==> src/ctb_pkg.sv <==
// Shared types, constants and arithmetic parameters of the cycle time base.
package ctb_pkg;

    // Opcode of an input beat
    typedef enum logic [0:0] {
        OP_SAMPLE = 1'b0,
        OP_SET    = 1'b1
    } t_op;

    // Slice counter
    localparam int SLICE_WRAP = 15015;
    localparam int SLICE_W    = $clog2(SLICE_WRAP + 2);

    // Modulo flags: divisors above two, kept as residue counters
    localparam int NUM_DIV = 5;
    localparam int DIV_W   = 4;
    localparam logic [DIV_W-1:0] DIVISORS [NUM_DIV] = '{
        DIV_W'(3), DIV_W'(5), DIV_W'(7), DIV_W'(11), DIV_W'(13)
    };

    // Period accumulators
    localparam int ACCUM_BITS  = 40;
    localparam int ACC_W       = ACCUM_BITS;
    localparam int NUM_PERIODS = 7;
    localparam int SEC_PULSE   = 2;
    localparam logic [ACC_W-1:0] ACC_MAX = {ACC_W{1'b1}};
    localparam logic [ACC_W-1:0] PERIODS [NUM_PERIODS] = '{
        ACC_W'(64'd10000),    ACC_W'(64'd100000),   ACC_W'(64'd1000000),
        ACC_W'(64'd6000000),  ACC_W'(64'd10000000), ACC_W'(64'd60000000),
        ACC_W'(64'd100000000)
    };

    // Time of day
    localparam int SEC_LIMIT  = 60;
    localparam int MIN_LIMIT  = 60;
    localparam int HOUR_LIMIT = 24;

    // Millisecond readout: acc / 1000 = (acc >> 3) / 125, split in two halves
    localparam int MILLIS_W = 23;
    localparam int MS_SHIFT = 3;
    localparam int QDIV     = 125;
    localparam int QDIV_W   = $clog2(QDIV);
    localparam int X_W      = ACC_W - MS_SHIFT;
    localparam int LO_W     = 20;
    localparam int HI_W     = X_W - LO_W;
    localparam int HI_K     = HI_W + QDIV_W;
    localparam longint unsigned HI_M = ((64'd1 << HI_K) + QDIV - 1) / QDIV;
    localparam int HI_M_W   = HI_W + 1;
    localparam int PRODH_W  = HI_W + HI_M_W;
    localparam int Y_W      = QDIV_W + LO_W;
    localparam int Y_K      = Y_W + QDIV_W;
    localparam longint unsigned Y_M = ((64'd1 << Y_K) + QDIV - 1) / QDIV;
    localparam int Y_M_W    = Y_W + 1;
    localparam int PRODY_W  = Y_W + Y_M_W;

    typedef struct packed {
        t_op         opcode;
        logic [31:0] system_time;
        logic [5:0]  set_seconds;
        logic [5:0]  set_minutes;
        logic [4:0]  set_hours;
        logic [31:0] set_days;
    } t_in_beat;

    typedef struct packed {
        t_op         opcode;
        logic        first;
        logic [31:0] cycle_delta;
        logic [31:0] cycle_total;
        logic [5:0]  set_seconds;
        logic [5:0]  set_minutes;
        logic [4:0]  set_hours;
        logic [31:0] set_days;
    } t_stamp_beat;

    typedef struct packed {
        logic [31:0]      cycle_delta;
        logic [31:0]      cycle_total;
        logic [6:0]       slice_flags;
        logic [6:0]       pulse_flags;
        logic [6:0]       toggle_flags;
        logic [31:0]      rate_per_second;
        logic [ACC_W-1:0] acc_1s;
        logic [5:0]       clock_seconds;
        logic [5:0]       clock_minutes;
        logic [4:0]       clock_hours;
        logic [31:0]      clock_days;
    } t_core_beat;

    typedef struct packed {
        logic [31:0]         cycle_delta;
        logic [31:0]         cycle_total;
        logic [6:0]          slice_flags;
        logic [6:0]          pulse_flags;
        logic [6:0]          toggle_flags;
        logic [31:0]         rate_per_second;
        logic [MILLIS_W-1:0] millis;
        logic [5:0]          clock_seconds;
        logic [5:0]          clock_minutes;
        logic [4:0]          clock_hours;
        logic [31:0]         clock_days;
    } t_out_beat;

endpackage

==> src/ctb_stamp.sv <==
// Input register and timestamp stage: cycle delta, cycle count, first-sample tracking.
module ctb_stamp import ctb_pkg::*; (
    input  logic        i_clk,
    input  logic        i_rst_n,
    input  logic        i_valid,
    output logic        o_ready,
    input  t_in_beat    i_beat,
    output logic        o_valid,
    input  logic        i_ready,
    output t_stamp_beat o_beat
);

    logic        r_in_valid;
    t_in_beat    r_in;
    logic        r_s1_valid;
    t_stamp_beat r_s1;

    logic        r_first, n_first;
    logic [31:0] r_last, n_last;
    logic [31:0] r_delta, n_delta;
    logic [31:0] r_total, n_total;

    logic        w_s1_ready;
    logic        w_move;
    t_stamp_beat w_beat;

    // Handshake through the input register and the stage register
    assign w_s1_ready = !r_s1_valid || i_ready;
    assign w_move     = r_in_valid && w_s1_ready;
    assign o_ready    = !r_in_valid || w_move;
    assign o_valid    = r_s1_valid;
    assign o_beat     = r_s1;

    // Measure the cycle time; hold the old delta when time runs backwards
    always_comb begin
        n_first = r_first;
        n_last  = r_last;
        n_delta = r_delta;
        n_total = r_total;
        if (w_move && (r_in.opcode == OP_SAMPLE)) begin
            if (r_first) begin
                n_first = 1'b0;
                n_delta = '0;
                n_total = '0;
            end else begin
                if (r_in.system_time >= r_last) begin
                    n_delta = r_in.system_time - r_last;
                end
                n_total = r_total + 32'd1;
            end
            n_last = r_in.system_time;
        end
    end

    always_comb begin
        w_beat.opcode      = r_in.opcode;
        w_beat.first       = r_first;
        w_beat.cycle_delta = n_delta;
        w_beat.cycle_total = n_total;
        w_beat.set_seconds = r_in.set_seconds;
        w_beat.set_minutes = r_in.set_minutes;
        w_beat.set_hours   = r_in.set_hours;
        w_beat.set_days    = r_in.set_days;
    end

    always_ff @(posedge i_clk) begin
        if (!i_rst_n) begin
            r_in_valid <= 1'b0;
            r_s1_valid <= 1'b0;
            r_first    <= 1'b1;
            r_last     <= '0;
            r_delta    <= '0;
            r_total    <= 32'd1;
        end else begin
            if (i_valid && o_ready) begin
                r_in_valid <= 1'b1;
            end else if (w_move) begin
                r_in_valid <= 1'b0;
            end
            if (w_move) begin
                r_s1_valid <= 1'b1;
            end else if (i_ready) begin
                r_s1_valid <= 1'b0;
            end
            r_first <= n_first;
            r_last  <= n_last;
            r_delta <= n_delta;
            r_total <= n_total;
        end
    end

    // Payload registers
    always_ff @(posedge i_clk) begin
        if (i_valid && o_ready) begin
            r_in <= i_beat;
        end
        if (w_move) begin
            r_s1 <= w_beat;
        end
    end

endmodule

==> src/ctb_core.sv <==
// Core stage: slice flags, period accumulators, pulses, rate and time of day.
module ctb_core import ctb_pkg::*; (
    input  logic        i_clk,
    input  logic        i_rst_n,
    input  logic        i_valid,
    output logic        o_ready,
    input  t_stamp_beat i_beat,
    output logic        o_valid,
    input  logic        i_ready,
    output t_core_beat  o_beat
);

    logic             r_s2_valid;
    t_core_beat       r_s2;

    logic [SLICE_W-1:0] r_slice, n_slice;
    logic [DIV_W-1:0]   r_res [NUM_DIV];
    logic [DIV_W-1:0]   n_res [NUM_DIV];
    logic [ACC_W-1:0]   r_acc [NUM_PERIODS];
    logic [ACC_W-1:0]   n_acc [NUM_PERIODS];
    logic [6:0]         r_slice_flags, n_slice_flags;
    logic [6:0]         r_pulse, n_pulse;
    logic [6:0]         r_toggle, n_toggle;
    logic [31:0]        r_tally, n_tally;
    logic [31:0]        r_rate, n_rate;
    logic [5:0]         r_sec, n_sec;
    logic [5:0]         r_min, n_min;
    logic [4:0]         r_hour, n_hour;
    logic [31:0]        r_day, n_day;

    logic [ACC_W-1:0]   w_lane_acc [NUM_PERIODS];
    logic [6:0]         w_lane_hit;
    logic               w_accept;
    t_core_beat         w_beat;

    assign o_ready  = !r_s2_valid || i_ready;
    assign w_accept = i_valid && o_ready;
    assign o_valid  = r_s2_valid;
    assign o_beat   = r_s2;

    // Saturating add of the delta, then take off one period if reached
    always_comb begin
        logic [ACC_W:0]   sum;
        logic [ACC_W+1:0] diff;
        for (int i = 0; i < NUM_PERIODS; i++) begin
            sum  = {1'b0, r_acc[i]} + (ACC_W+1)'(i_beat.cycle_delta);
            diff = {1'b0, sum} - {2'b00, PERIODS[i]};
            if (sum[ACC_W]) begin
                w_lane_acc[i] = ACC_MAX - PERIODS[i];
                w_lane_hit[i] = 1'b1;
            end else if (!diff[ACC_W+1]) begin
                w_lane_acc[i] = diff[ACC_W-1:0];
                w_lane_hit[i] = 1'b1;
            end else begin
                w_lane_acc[i] = sum[ACC_W-1:0];
                w_lane_hit[i] = 1'b0;
            end
        end
    end

    // Next state for one accepted beat
    always_comb begin
        logic [6:0] sec_inc;
        logic [6:0] min_inc;
        logic [5:0] hour_inc;
        n_slice       = r_slice;
        n_res         = r_res;
        n_acc         = r_acc;
        n_slice_flags = r_slice_flags;
        n_pulse       = r_pulse;
        n_toggle      = r_toggle;
        n_tally       = r_tally;
        n_rate        = r_rate;
        n_sec         = r_sec;
        n_min         = r_min;
        n_hour        = r_hour;
        n_day         = r_day;
        sec_inc       = {1'b0, r_sec} + 7'd1;
        min_inc       = {1'b0, r_min} + 7'd1;
        hour_inc      = {1'b0, r_hour} + 6'd1;
        if (w_accept) begin
            unique case (i_beat.opcode)
                OP_SAMPLE: begin
                    if (i_beat.first) begin
                        // first sample: restart counters, clock and accumulators
                        n_slice = '0;
                        for (int i = 0; i < NUM_DIV; i++) begin
                            n_res[i] = '0;
                        end
                        for (int i = 0; i < NUM_PERIODS; i++) begin
                            n_acc[i] = '0;
                        end
                        n_tally = '0;
                        n_rate  = 32'd1;
                        n_sec   = '0;
                        n_min   = '0;
                        n_hour  = '0;
                        n_day   = '0;
                    end else begin
                        // advance slice count and its residues
                        if (r_slice > SLICE_W'(SLICE_WRAP)) begin
                            n_slice = SLICE_W'(1);
                            for (int i = 0; i < NUM_DIV; i++) begin
                                n_res[i] = DIV_W'(1);
                            end
                        end else begin
                            n_slice = r_slice + SLICE_W'(1);
                            for (int i = 0; i < NUM_DIV; i++) begin
                                n_res[i] = (r_res[i] == DIVISORS[i] - DIV_W'(1)) ?
                                           '0 : r_res[i] + DIV_W'(1);
                            end
                        end
                        n_slice_flags[0] = !n_slice[0];
                        n_slice_flags[1] = n_slice[0];
                        for (int i = 0; i < NUM_DIV; i++) begin
                            n_slice_flags[i+2] = (n_res[i] == '0);
                        end
                        // period pulses and toggles
                        n_acc    = w_lane_acc;
                        n_pulse  = w_lane_hit;
                        n_toggle = r_toggle ^ w_lane_hit;
                        // one second: latch the rate and step the clock
                        if (w_lane_hit[SEC_PULSE]) begin
                            n_rate  = r_tally;
                            n_tally = 32'd1;
                            if (sec_inc >= 7'(SEC_LIMIT)) begin
                                n_sec = '0;
                                if (min_inc >= 7'(MIN_LIMIT)) begin
                                    n_min = '0;
                                    if (hour_inc >= 6'(HOUR_LIMIT)) begin
                                        n_hour = '0;
                                        n_day  = r_day + 32'd1;
                                    end else begin
                                        n_hour = hour_inc[4:0];
                                    end
                                end else begin
                                    n_min = min_inc[5:0];
                                end
                            end else begin
                                n_sec = sec_inc[5:0];
                            end
                        end else begin
                            n_tally = r_tally + 32'd1;
                        end
                    end
                end
                OP_SET: begin
                    n_sec  = i_beat.set_seconds;
                    n_min  = i_beat.set_minutes;
                    n_hour = i_beat.set_hours;
                    n_day  = i_beat.set_days;
                end
                default: begin
                    n_sec = r_sec;
                end
            endcase
        end
    end

    always_comb begin
        w_beat.cycle_delta     = i_beat.cycle_delta;
        w_beat.cycle_total     = i_beat.cycle_total;
        w_beat.slice_flags     = n_slice_flags;
        w_beat.pulse_flags     = n_pulse;
        w_beat.toggle_flags    = n_toggle;
        w_beat.rate_per_second = n_rate;
        w_beat.acc_1s          = n_acc[SEC_PULSE];
        w_beat.clock_seconds   = n_sec;
        w_beat.clock_minutes   = n_min;
        w_beat.clock_hours     = n_hour;
        w_beat.clock_days      = n_day;
    end

    always_ff @(posedge i_clk) begin
        if (!i_rst_n) begin
            r_s2_valid    <= 1'b0;
            r_slice       <= '0;
            for (int i = 0; i < NUM_DIV; i++) begin
                r_res[i] <= '0;
            end
            for (int i = 0; i < NUM_PERIODS; i++) begin
                r_acc[i] <= '0;
            end
            r_slice_flags <= '0;
            r_pulse       <= '0;
            r_toggle      <= '0;
            r_tally       <= '0;
            r_rate        <= 32'd1;
            r_sec         <= '0;
            r_min         <= '0;
            r_hour        <= '0;
            r_day         <= '0;
        end else begin
            if (w_accept) begin
                r_s2_valid <= 1'b1;
            end else if (i_ready) begin
                r_s2_valid <= 1'b0;
            end
            r_slice       <= n_slice;
            r_res         <= n_res;
            r_acc         <= n_acc;
            r_slice_flags <= n_slice_flags;
            r_pulse       <= n_pulse;
            r_toggle      <= n_toggle;
            r_tally       <= n_tally;
            r_rate        <= n_rate;
            r_sec         <= n_sec;
            r_min         <= n_min;
            r_hour        <= n_hour;
            r_day         <= n_day;
        end
    end

    // Stage payload
    always_ff @(posedge i_clk) begin
        if (w_accept) begin
            r_s2 <= w_beat;
        end
    end

endmodule

==> src/ctb_millis.sv <==
// Millisecond readout pipeline (one-second accumulator / 1000) and output register.
module ctb_millis import ctb_pkg::*; (
    input  logic       i_clk,
    input  logic       i_rst_n,
    input  logic       i_valid,
    output logic       o_ready,
    input  t_core_beat i_beat,
    output logic       o_valid,
    input  logic       i_ready,
    output t_out_beat  o_beat
);

    logic               r_s3_valid;
    t_core_beat         r_s3_beat;
    logic [PRODH_W-1:0] r_prod_h;
    logic [HI_W-1:0]    r_hi;
    logic [LO_W-1:0]    r_lo;

    logic               r_s4_valid;
    t_core_beat         r_s4_beat;
    logic [HI_W-1:0]    r_qh;
    logic [Y_W-1:0]     r_y;

    logic               r_out_valid;
    t_out_beat          r_out;

    logic               w_out_ready;
    logic               w_s4_ready;
    logic               w_mv3;
    logic               w_mv4;
    logic               w_mvo;
    logic [X_W-1:0]     w_x;
    logic [HI_W-1:0]    w_qh;
    logic [HI_W-1:0]    w_rh;
    logic [PRODY_W-1:0] w_prod_y;
    logic [LO_W-1:0]    w_qy;
    t_out_beat          w_out;

    // Stage handshake
    assign w_out_ready = !r_out_valid || i_ready;
    assign w_s4_ready  = !r_s4_valid || w_out_ready;
    assign o_ready     = !r_s3_valid || w_s4_ready;
    assign w_mv3       = i_valid && o_ready;
    assign w_mv4       = r_s3_valid && w_s4_ready;
    assign w_mvo       = r_s4_valid && w_out_ready;
    assign o_valid     = r_out_valid;
    assign o_beat      = r_out;

    // Quotient of the upper half by 125 through a reciprocal, then its remainder
    assign w_x  = i_beat.acc_1s[ACC_W-1:MS_SHIFT];
    assign w_qh = HI_W'(r_prod_h >> HI_K);
    assign w_rh = r_hi - HI_W'(w_qh * HI_W'(QDIV));

    // Remainder joined with the lower half, divided by 125 the same way
    assign w_prod_y = PRODY_W'(r_y) * PRODY_W'(Y_M);
    assign w_qy     = LO_W'(w_prod_y >> Y_K);

    always_comb begin
        w_out.cycle_delta     = r_s4_beat.cycle_delta;
        w_out.cycle_total     = r_s4_beat.cycle_total;
        w_out.slice_flags     = r_s4_beat.slice_flags;
        w_out.pulse_flags     = r_s4_beat.pulse_flags;
        w_out.toggle_flags    = r_s4_beat.toggle_flags;
        w_out.rate_per_second = r_s4_beat.rate_per_second;
        w_out.millis          = MILLIS_W'({r_qh, w_qy});
        w_out.clock_seconds   = r_s4_beat.clock_seconds;
        w_out.clock_minutes   = r_s4_beat.clock_minutes;
        w_out.clock_hours     = r_s4_beat.clock_hours;
        w_out.clock_days      = r_s4_beat.clock_days;
    end

    always_ff @(posedge i_clk) begin
        if (!i_rst_n) begin
            r_s3_valid  <= 1'b0;
            r_s4_valid  <= 1'b0;
            r_out_valid <= 1'b0;
        end else begin
            if (w_mv3) begin
                r_s3_valid <= 1'b1;
            end else if (w_mv4) begin
                r_s3_valid <= 1'b0;
            end
            if (w_mv4) begin
                r_s4_valid <= 1'b1;
            end else if (w_mvo) begin
                r_s4_valid <= 1'b0;
            end
            if (w_mvo) begin
                r_out_valid <= 1'b1;
            end else if (i_ready) begin
                r_out_valid <= 1'b0;
            end
        end
    end

    // Stage payloads
    always_ff @(posedge i_clk) begin
        if (w_mv3) begin
            r_s3_beat <= i_beat;
            r_hi      <= w_x[X_W-1:LO_W];
            r_lo      <= w_x[LO_W-1:0];
            r_prod_h  <= PRODH_W'(w_x[X_W-1:LO_W]) * PRODH_W'(HI_M);
        end
        if (w_mv4) begin
            r_s4_beat <= r_s3_beat;
            r_qh      <= w_qh;
            r_y       <= {w_rh[QDIV_W-1:0], r_lo};
        end
        if (w_mvo) begin
            r_out <= w_out;
        end
    end

endmodule

==> src/cycle_time_base.sv <==
// Top level of the scan-cycle time base.
//
// Each input beat is a microsecond timestamp sample or a time-of-day preset, and
// each gives exactly one result beat with the cycle time, cycle count, slice and
// period flags, cycles per second, the one-second accumulator in milliseconds and
// the time of day. The block takes one beat per clock while the output is not
// stalled, and each beat passes through its register chain in order: input
// register, timestamp stage, core stage (slice counter, seven 40-bit period
// accumulators, clock), two stages of the divide-by-1000 reciprocal multiplies,
// and the output register. Every stage holds its beat while the one after it is
// full, so a waiting result stalls input only once all stages are occupied.
module cycle_time_base import ctb_pkg::*; (
    input  logic      i_clk,
    input  logic      i_rst_n,
    input  logic      i_in_valid,
    output logic      o_in_ready,
    input  t_in_beat  i_in_item,
    output logic      o_out_valid,
    input  logic      i_out_ready,
    output t_out_beat o_out_item
);

    logic        w_s1_valid;
    logic        w_s1_ready;
    t_stamp_beat w_s1_beat;
    logic        w_s2_valid;
    logic        w_s2_ready;
    t_core_beat  w_s2_beat;

    ctb_stamp u_stamp (
        .i_clk   (i_clk),
        .i_rst_n (i_rst_n),
        .i_valid (i_in_valid),
        .o_ready (o_in_ready),
        .i_beat  (i_in_item),
        .o_valid (w_s1_valid),
        .i_ready (w_s1_ready),
        .o_beat  (w_s1_beat)
    );

    ctb_core u_core (
        .i_clk   (i_clk),
        .i_rst_n (i_rst_n),
        .i_valid (w_s1_valid),
        .o_ready (w_s1_ready),
        .i_beat  (w_s1_beat),
        .o_valid (w_s2_valid),
        .i_ready (w_s2_ready),
        .o_beat  (w_s2_beat)
    );

    ctb_millis u_millis (
        .i_clk   (i_clk),
        .i_rst_n (i_rst_n),
        .i_valid (w_s2_valid),
        .o_ready (w_s2_ready),
        .i_beat  (w_s2_beat),
        .o_valid (o_out_valid),
        .i_ready (i_out_ready),
        .o_beat  (o_out_item)
    );

endmodule
==> config.mk <==
export PLATFORM = sky130hd
export DESIGN_NAME = cycle_time_base
export DESIGN_NICKNAME = d
export VERILOG_FILES = /design/src/ctb_pkg.sv /design/src/ctb_stamp.sv /design/src/ctb_core.sv /design/src/ctb_millis.sv /design/src/cycle_time_base.sv
export SDC_FILE = /design/constraint.sdc
export NUM_CORES = 2
export LEC_CHECK = 0
export ABC_AREA = 1
export BUFFER_PORTS_ARGS = -buffer_cell sky130_fd_sc_hd__buf_4
export CORE_MARGIN = 2
export CORE_UTILIZATION = 35
export DETAILED_ROUTE_END_ITERATION = 8
export PLACE_DENSITY = 0.61
export SLEW_MARGIN = 5
export SYNTH_ARGS = -nofsm -noshare
export SYNTH_HDL_FRONTEND = slang
export SYNTH_SLANG_ARGS = --single-unit
==> constraint.sdc <==
create_clock -name i_clk -period 11.55 [get_ports i_clk]
set_input_delay 1.155 -clock i_clk [delete_from_list [all_inputs] [get_ports i_clk]]
set_output_delay 1.155 -clock i_clk [all_outputs]
set_load 0.005 [all_outputs]
==> results.yml <==
run_status:
  status: "complete, no violations"
route:
  dr_wl_met2_mm: 141
  wl_met1_mm: 144
  dr.pass1.iters: 6
  drc: 0
  ant_nets: 0
  dr.max_layer_used: "met5"
  met3_length_mm: 16.6
  wl_per_cell_um: 17.7
  drt_wl_total_mm: 310
  viasPerCell: 4.95
  via_count: 86632
  drtIter0Drc: 7197
floorplan:
  rows: 198
  start_util_pct: 35.1
  dieArea_um2: 296000
  ios: 277
  die-width_um: 544
  coreArea_um2: 290000
  die_h_um: 544
clock_tree:
  numCtsBuffers: 179
  cts-resized-gates: 0
  cts_max_path_buffers: 4
  cts-root-buf: "clkbuf_16"
  h-tree-depth: 4
  clock-sinks: 1536
  insertion_delay_ns: 0.88
  cts_setup_buffers: 0
  ctsHoldBuffers: 0
  path_clk_slew_ns: 0.06
  cts_tree: "done"
sta:
  rsz0062_at_grt: "false"
  fin_ws_ns: 5.28
  maxSlewHeadroom_pct: 22.3
  hold_viol: 0
  fin_skew_ns: 0.103
  fin_setup_tns_ns: 0
  finalCriticalPeriod_ns: 6.27
  finalCritPeriodShare_pct: 54.3
  hold_slack_ns: 0.383
  report.final.setup_viol: 0
  max_slew.worst_pin.slew_ns: 1.16
  slew_viol_final: 0
  fmax_mhz: 160
logic_synthesis:
  syn_avg_cell_area_um2: 7.72
  syn-num-nets: 14298
  seq_area_frac_synth_pct: 39.8
  synth_top_cells_by_count: "4088 x nand2_1, 1945 x inv_1, 1013 x nor2_1, 985 x edfxtp_1, 905 x a21oi_1"
  synth_cell_types: 66
  synth_edf_count: 985
  syn_inst: 13213
  ys.flop_type: "edfxtp_1"
  synth_area_leaders: "edfxtp_1 29%, nand2_1 15%, dfxtp_1 11%, ha_1 8.8%, inv_1 7.2%"
  ys_warn_count: 0
  netlist_area_um2: 102000
  synthMostInstantiatedCell: "nand2_1"
  synth_top_cell_by_area: "edfxtp_1"
  async_flop_share_pct: 0
  yosysTopAreaCellShare_pct: 29.0
  synth.ff_latch_count: 1536
critical_path:
  reg2regPathDepth: 20
  critPathBufInv: 4
  cp_common_cell: "fa_1"
  critPathCaptureType: "flip-flop"
  critPathArrivalTime_ns: 6.82
  slowest_stage: "edfxtp_1"
  path_delay_family: "adder cells"
  path_max_fanout: 8
  r2r_start: "u_millis.r_y[15]"
  startpoint_type: "flip-flop"
  cpPeakStageDelay_ns: 0.59
  critPathRequiredTime_ns: 12.10
  timing.rr.end: "u_millis.o_beat[64]"
  cp_cell_sequence: "ha_1, ha_1, inv_1, fa_1, inv_1, fa_1, fa_1, fa_1, inv_1, fa_1, inv_1, ha_1, nand2_1, nor4_1, nand3_1, o21ai_0, nand3_1, nand2_1, a21oi_1, xnor2_1"
  rrSetupSlack_ns: 5.28
  crit_type: "flip-flop to flip-flop"
worst_hold_path:
  hold_path.class: "flip-flop to flip-flop"
  min_to: "u_core.o_beat[159]"
  hold_start: "u_stamp.o_beat[66]"
  hold_path_depth: 0
grt:
  grt_max_degree: 171
  overflow: 0
  grt_pass1_wl_mm: 476
  grt_pass1_vias: 82678
  grt_use_total_pct: 20.6
  antenna_found_initial: 19
place:
  io_buffers: 276
  dp_slack_ns: 5.00
  finalWeightedCongestion: 0.967
  dp_hpwl_mm: 234
final_layout:
  final_layout_size_suffix_gt1_share_pct: 5.65
  area_growth_pct: 12.1
  fin_nets: 14552
power_and_ir_drop:
  ir_drop_v: 0.000131
  pwr_density_cell_nw_per_um2: 122
  static-leakage-power_nw: 52.1
flow_run:
  cap_violations: 0
[worst register-to-register path, cell delays in order (launching register included)]
cell,delay [ns]
edfxtp_1,0.59
ha_1,0.44
ha_1,0.17
inv_1,0.08
fa_1,0.48
inv_1,0.06
fa_1,0.59
fa_1,0.45
fa_1,0.51
inv_1,0.06
fa_1,0.48
inv_1,0.04
ha_1,0.35
nand2_1,0.15
nor4_1,0.39
nand3_1,0.10
o21ai_0,0.49
nand3_1,0.24
nand2_1,0.16
a21oi_1,0.09
xnor2_1,0.13
[cells by family (layout without fill, tap and decap cells)]
| kind of cell | after synthesis | count (layout) | synth area share, % |
|---|---|---|---|
| AO/OA/AOI/OAI | 1614 | 1614 | 8.46 |
| XOR/XNOR | 232 | 232 | 2.01 |
| adder cells (fa/ha/maj) | 999 | 999 | 14.3 |
| buffers and inverters | 2241 | 2636 | 8.45 |
| flip-flops | 1536 | 1536 | 39.8 |
| other | 0 | 2 | 0 |
| AND/OR/NAND/NOR | 6591 | 6591 | 26.9 |
[state kept, by name, indices dropped and copies added (netlist names), 7 cells and up, named ones only]
register,cells
u_core.r_acc,277
u_core.o_beat,203
u_millis.o_beat,189
u_millis.r_s3_beat,166
u_millis.r_s4_beat,166
u_stamp.o_beat,115
u_stamp.r_in,82
u_core.r_day,32
u_core.r_rate,32
u_core.r_tally,32
u_stamp.r_delta,32
u_stamp.r_last,32
u_stamp.r_total,32
u_millis.r_y,27
u_core.r_res,20
u_millis.r_lo,20
u_core.r_slice,14
u_core.r_pulse,7
u_core.r_slice_flags,7
u_core.r_toggle,7
u_millis.r_hi,7
u_millis.r_prod_h,7
[stage by stage]
step	total power [mW]	util, %	cells	area [µm²]
after global placement	8.38	37.3	17186	108000
after floorplan	7.76	-	13213	102000
after global routing	14.7	39.4	17509	114000
final	14.0	39.4	17510	114000
after detailed placement	8.38	37.3	17186	108000
after CTS	14.1	39.4	17508	114000
[power breakdown]
group / leakage [nW] / internal, mW / switching [mW]
clock network: 2.84 / 3.38 / 2.33
registers: 13.5 / 5.98 / 0.0751
logic: 35.7 / 0.782 / 1.43
total: 52.1 / 10.1 / 3.83
[worst max-delay path by stage]
stage | startpoint | to | slack (ns) | depth (start not counted)
detailed placement | i_out_ready | u_core.o_beat[125] | 5.00 | 17
CTS | u_millis.r_y[23] | u_millis.o_beat[64] | 5.25 | 20
finish | u_millis.r_y[15] | u_millis.o_beat[64] | 5.28 | 20
global placement | i_out_ready | u_core.o_beat[125] | 5.11 | 17
floorplan | i_out_ready | u_millis.o_beat[0] | 0.53 | 2
global route | u_millis.r_y[15] | u_millis.o_beat[64] | 4.87 | 20
[layer usage]
| layer | up-vias | GRT usage [%] |
|---|---|---|
| met5 | - | 0 |
| met2 | 2218 | 33.6 |
| li1 | 43508 | - |
| met1 | 40447 | 28.5 |
| met4 | 8 | 6.06 |
| met3 | 451 | 2.36 |
[area by class of cell]
cell class	count	area, µm²
antenna	2	5.00
clock buffer	231	4830
clock inverter	91	1040
fill	30094	176000
inverter	1962	7400
multi-input combinational	9436	52800
sequential	1536	40600
tap	3900	4880
timing repair buffer	352	2710
[cells in the final DEF (no fill, tap or decap), drive strengths merged, types with 54 or more instances in the layout]
cell type  netlist  layout
a21oi          921     921
buf             82     352
clkbuf         197     231
clkinv           2      57
dfxtp          551     551
edfxtp         985     985
fa             283     283
ha             716     716
inv           1960    1968
nand2         4120    4120
nand3          868     868
nand3b          65      65
nand4          209     209
nor2          1050    1050
nor3           166     166
o211ai          54      54
o21ai          507     507
xnor2           56      56
xor2           176     176
No activity file was read; power rests on OpenSTA's default activity.
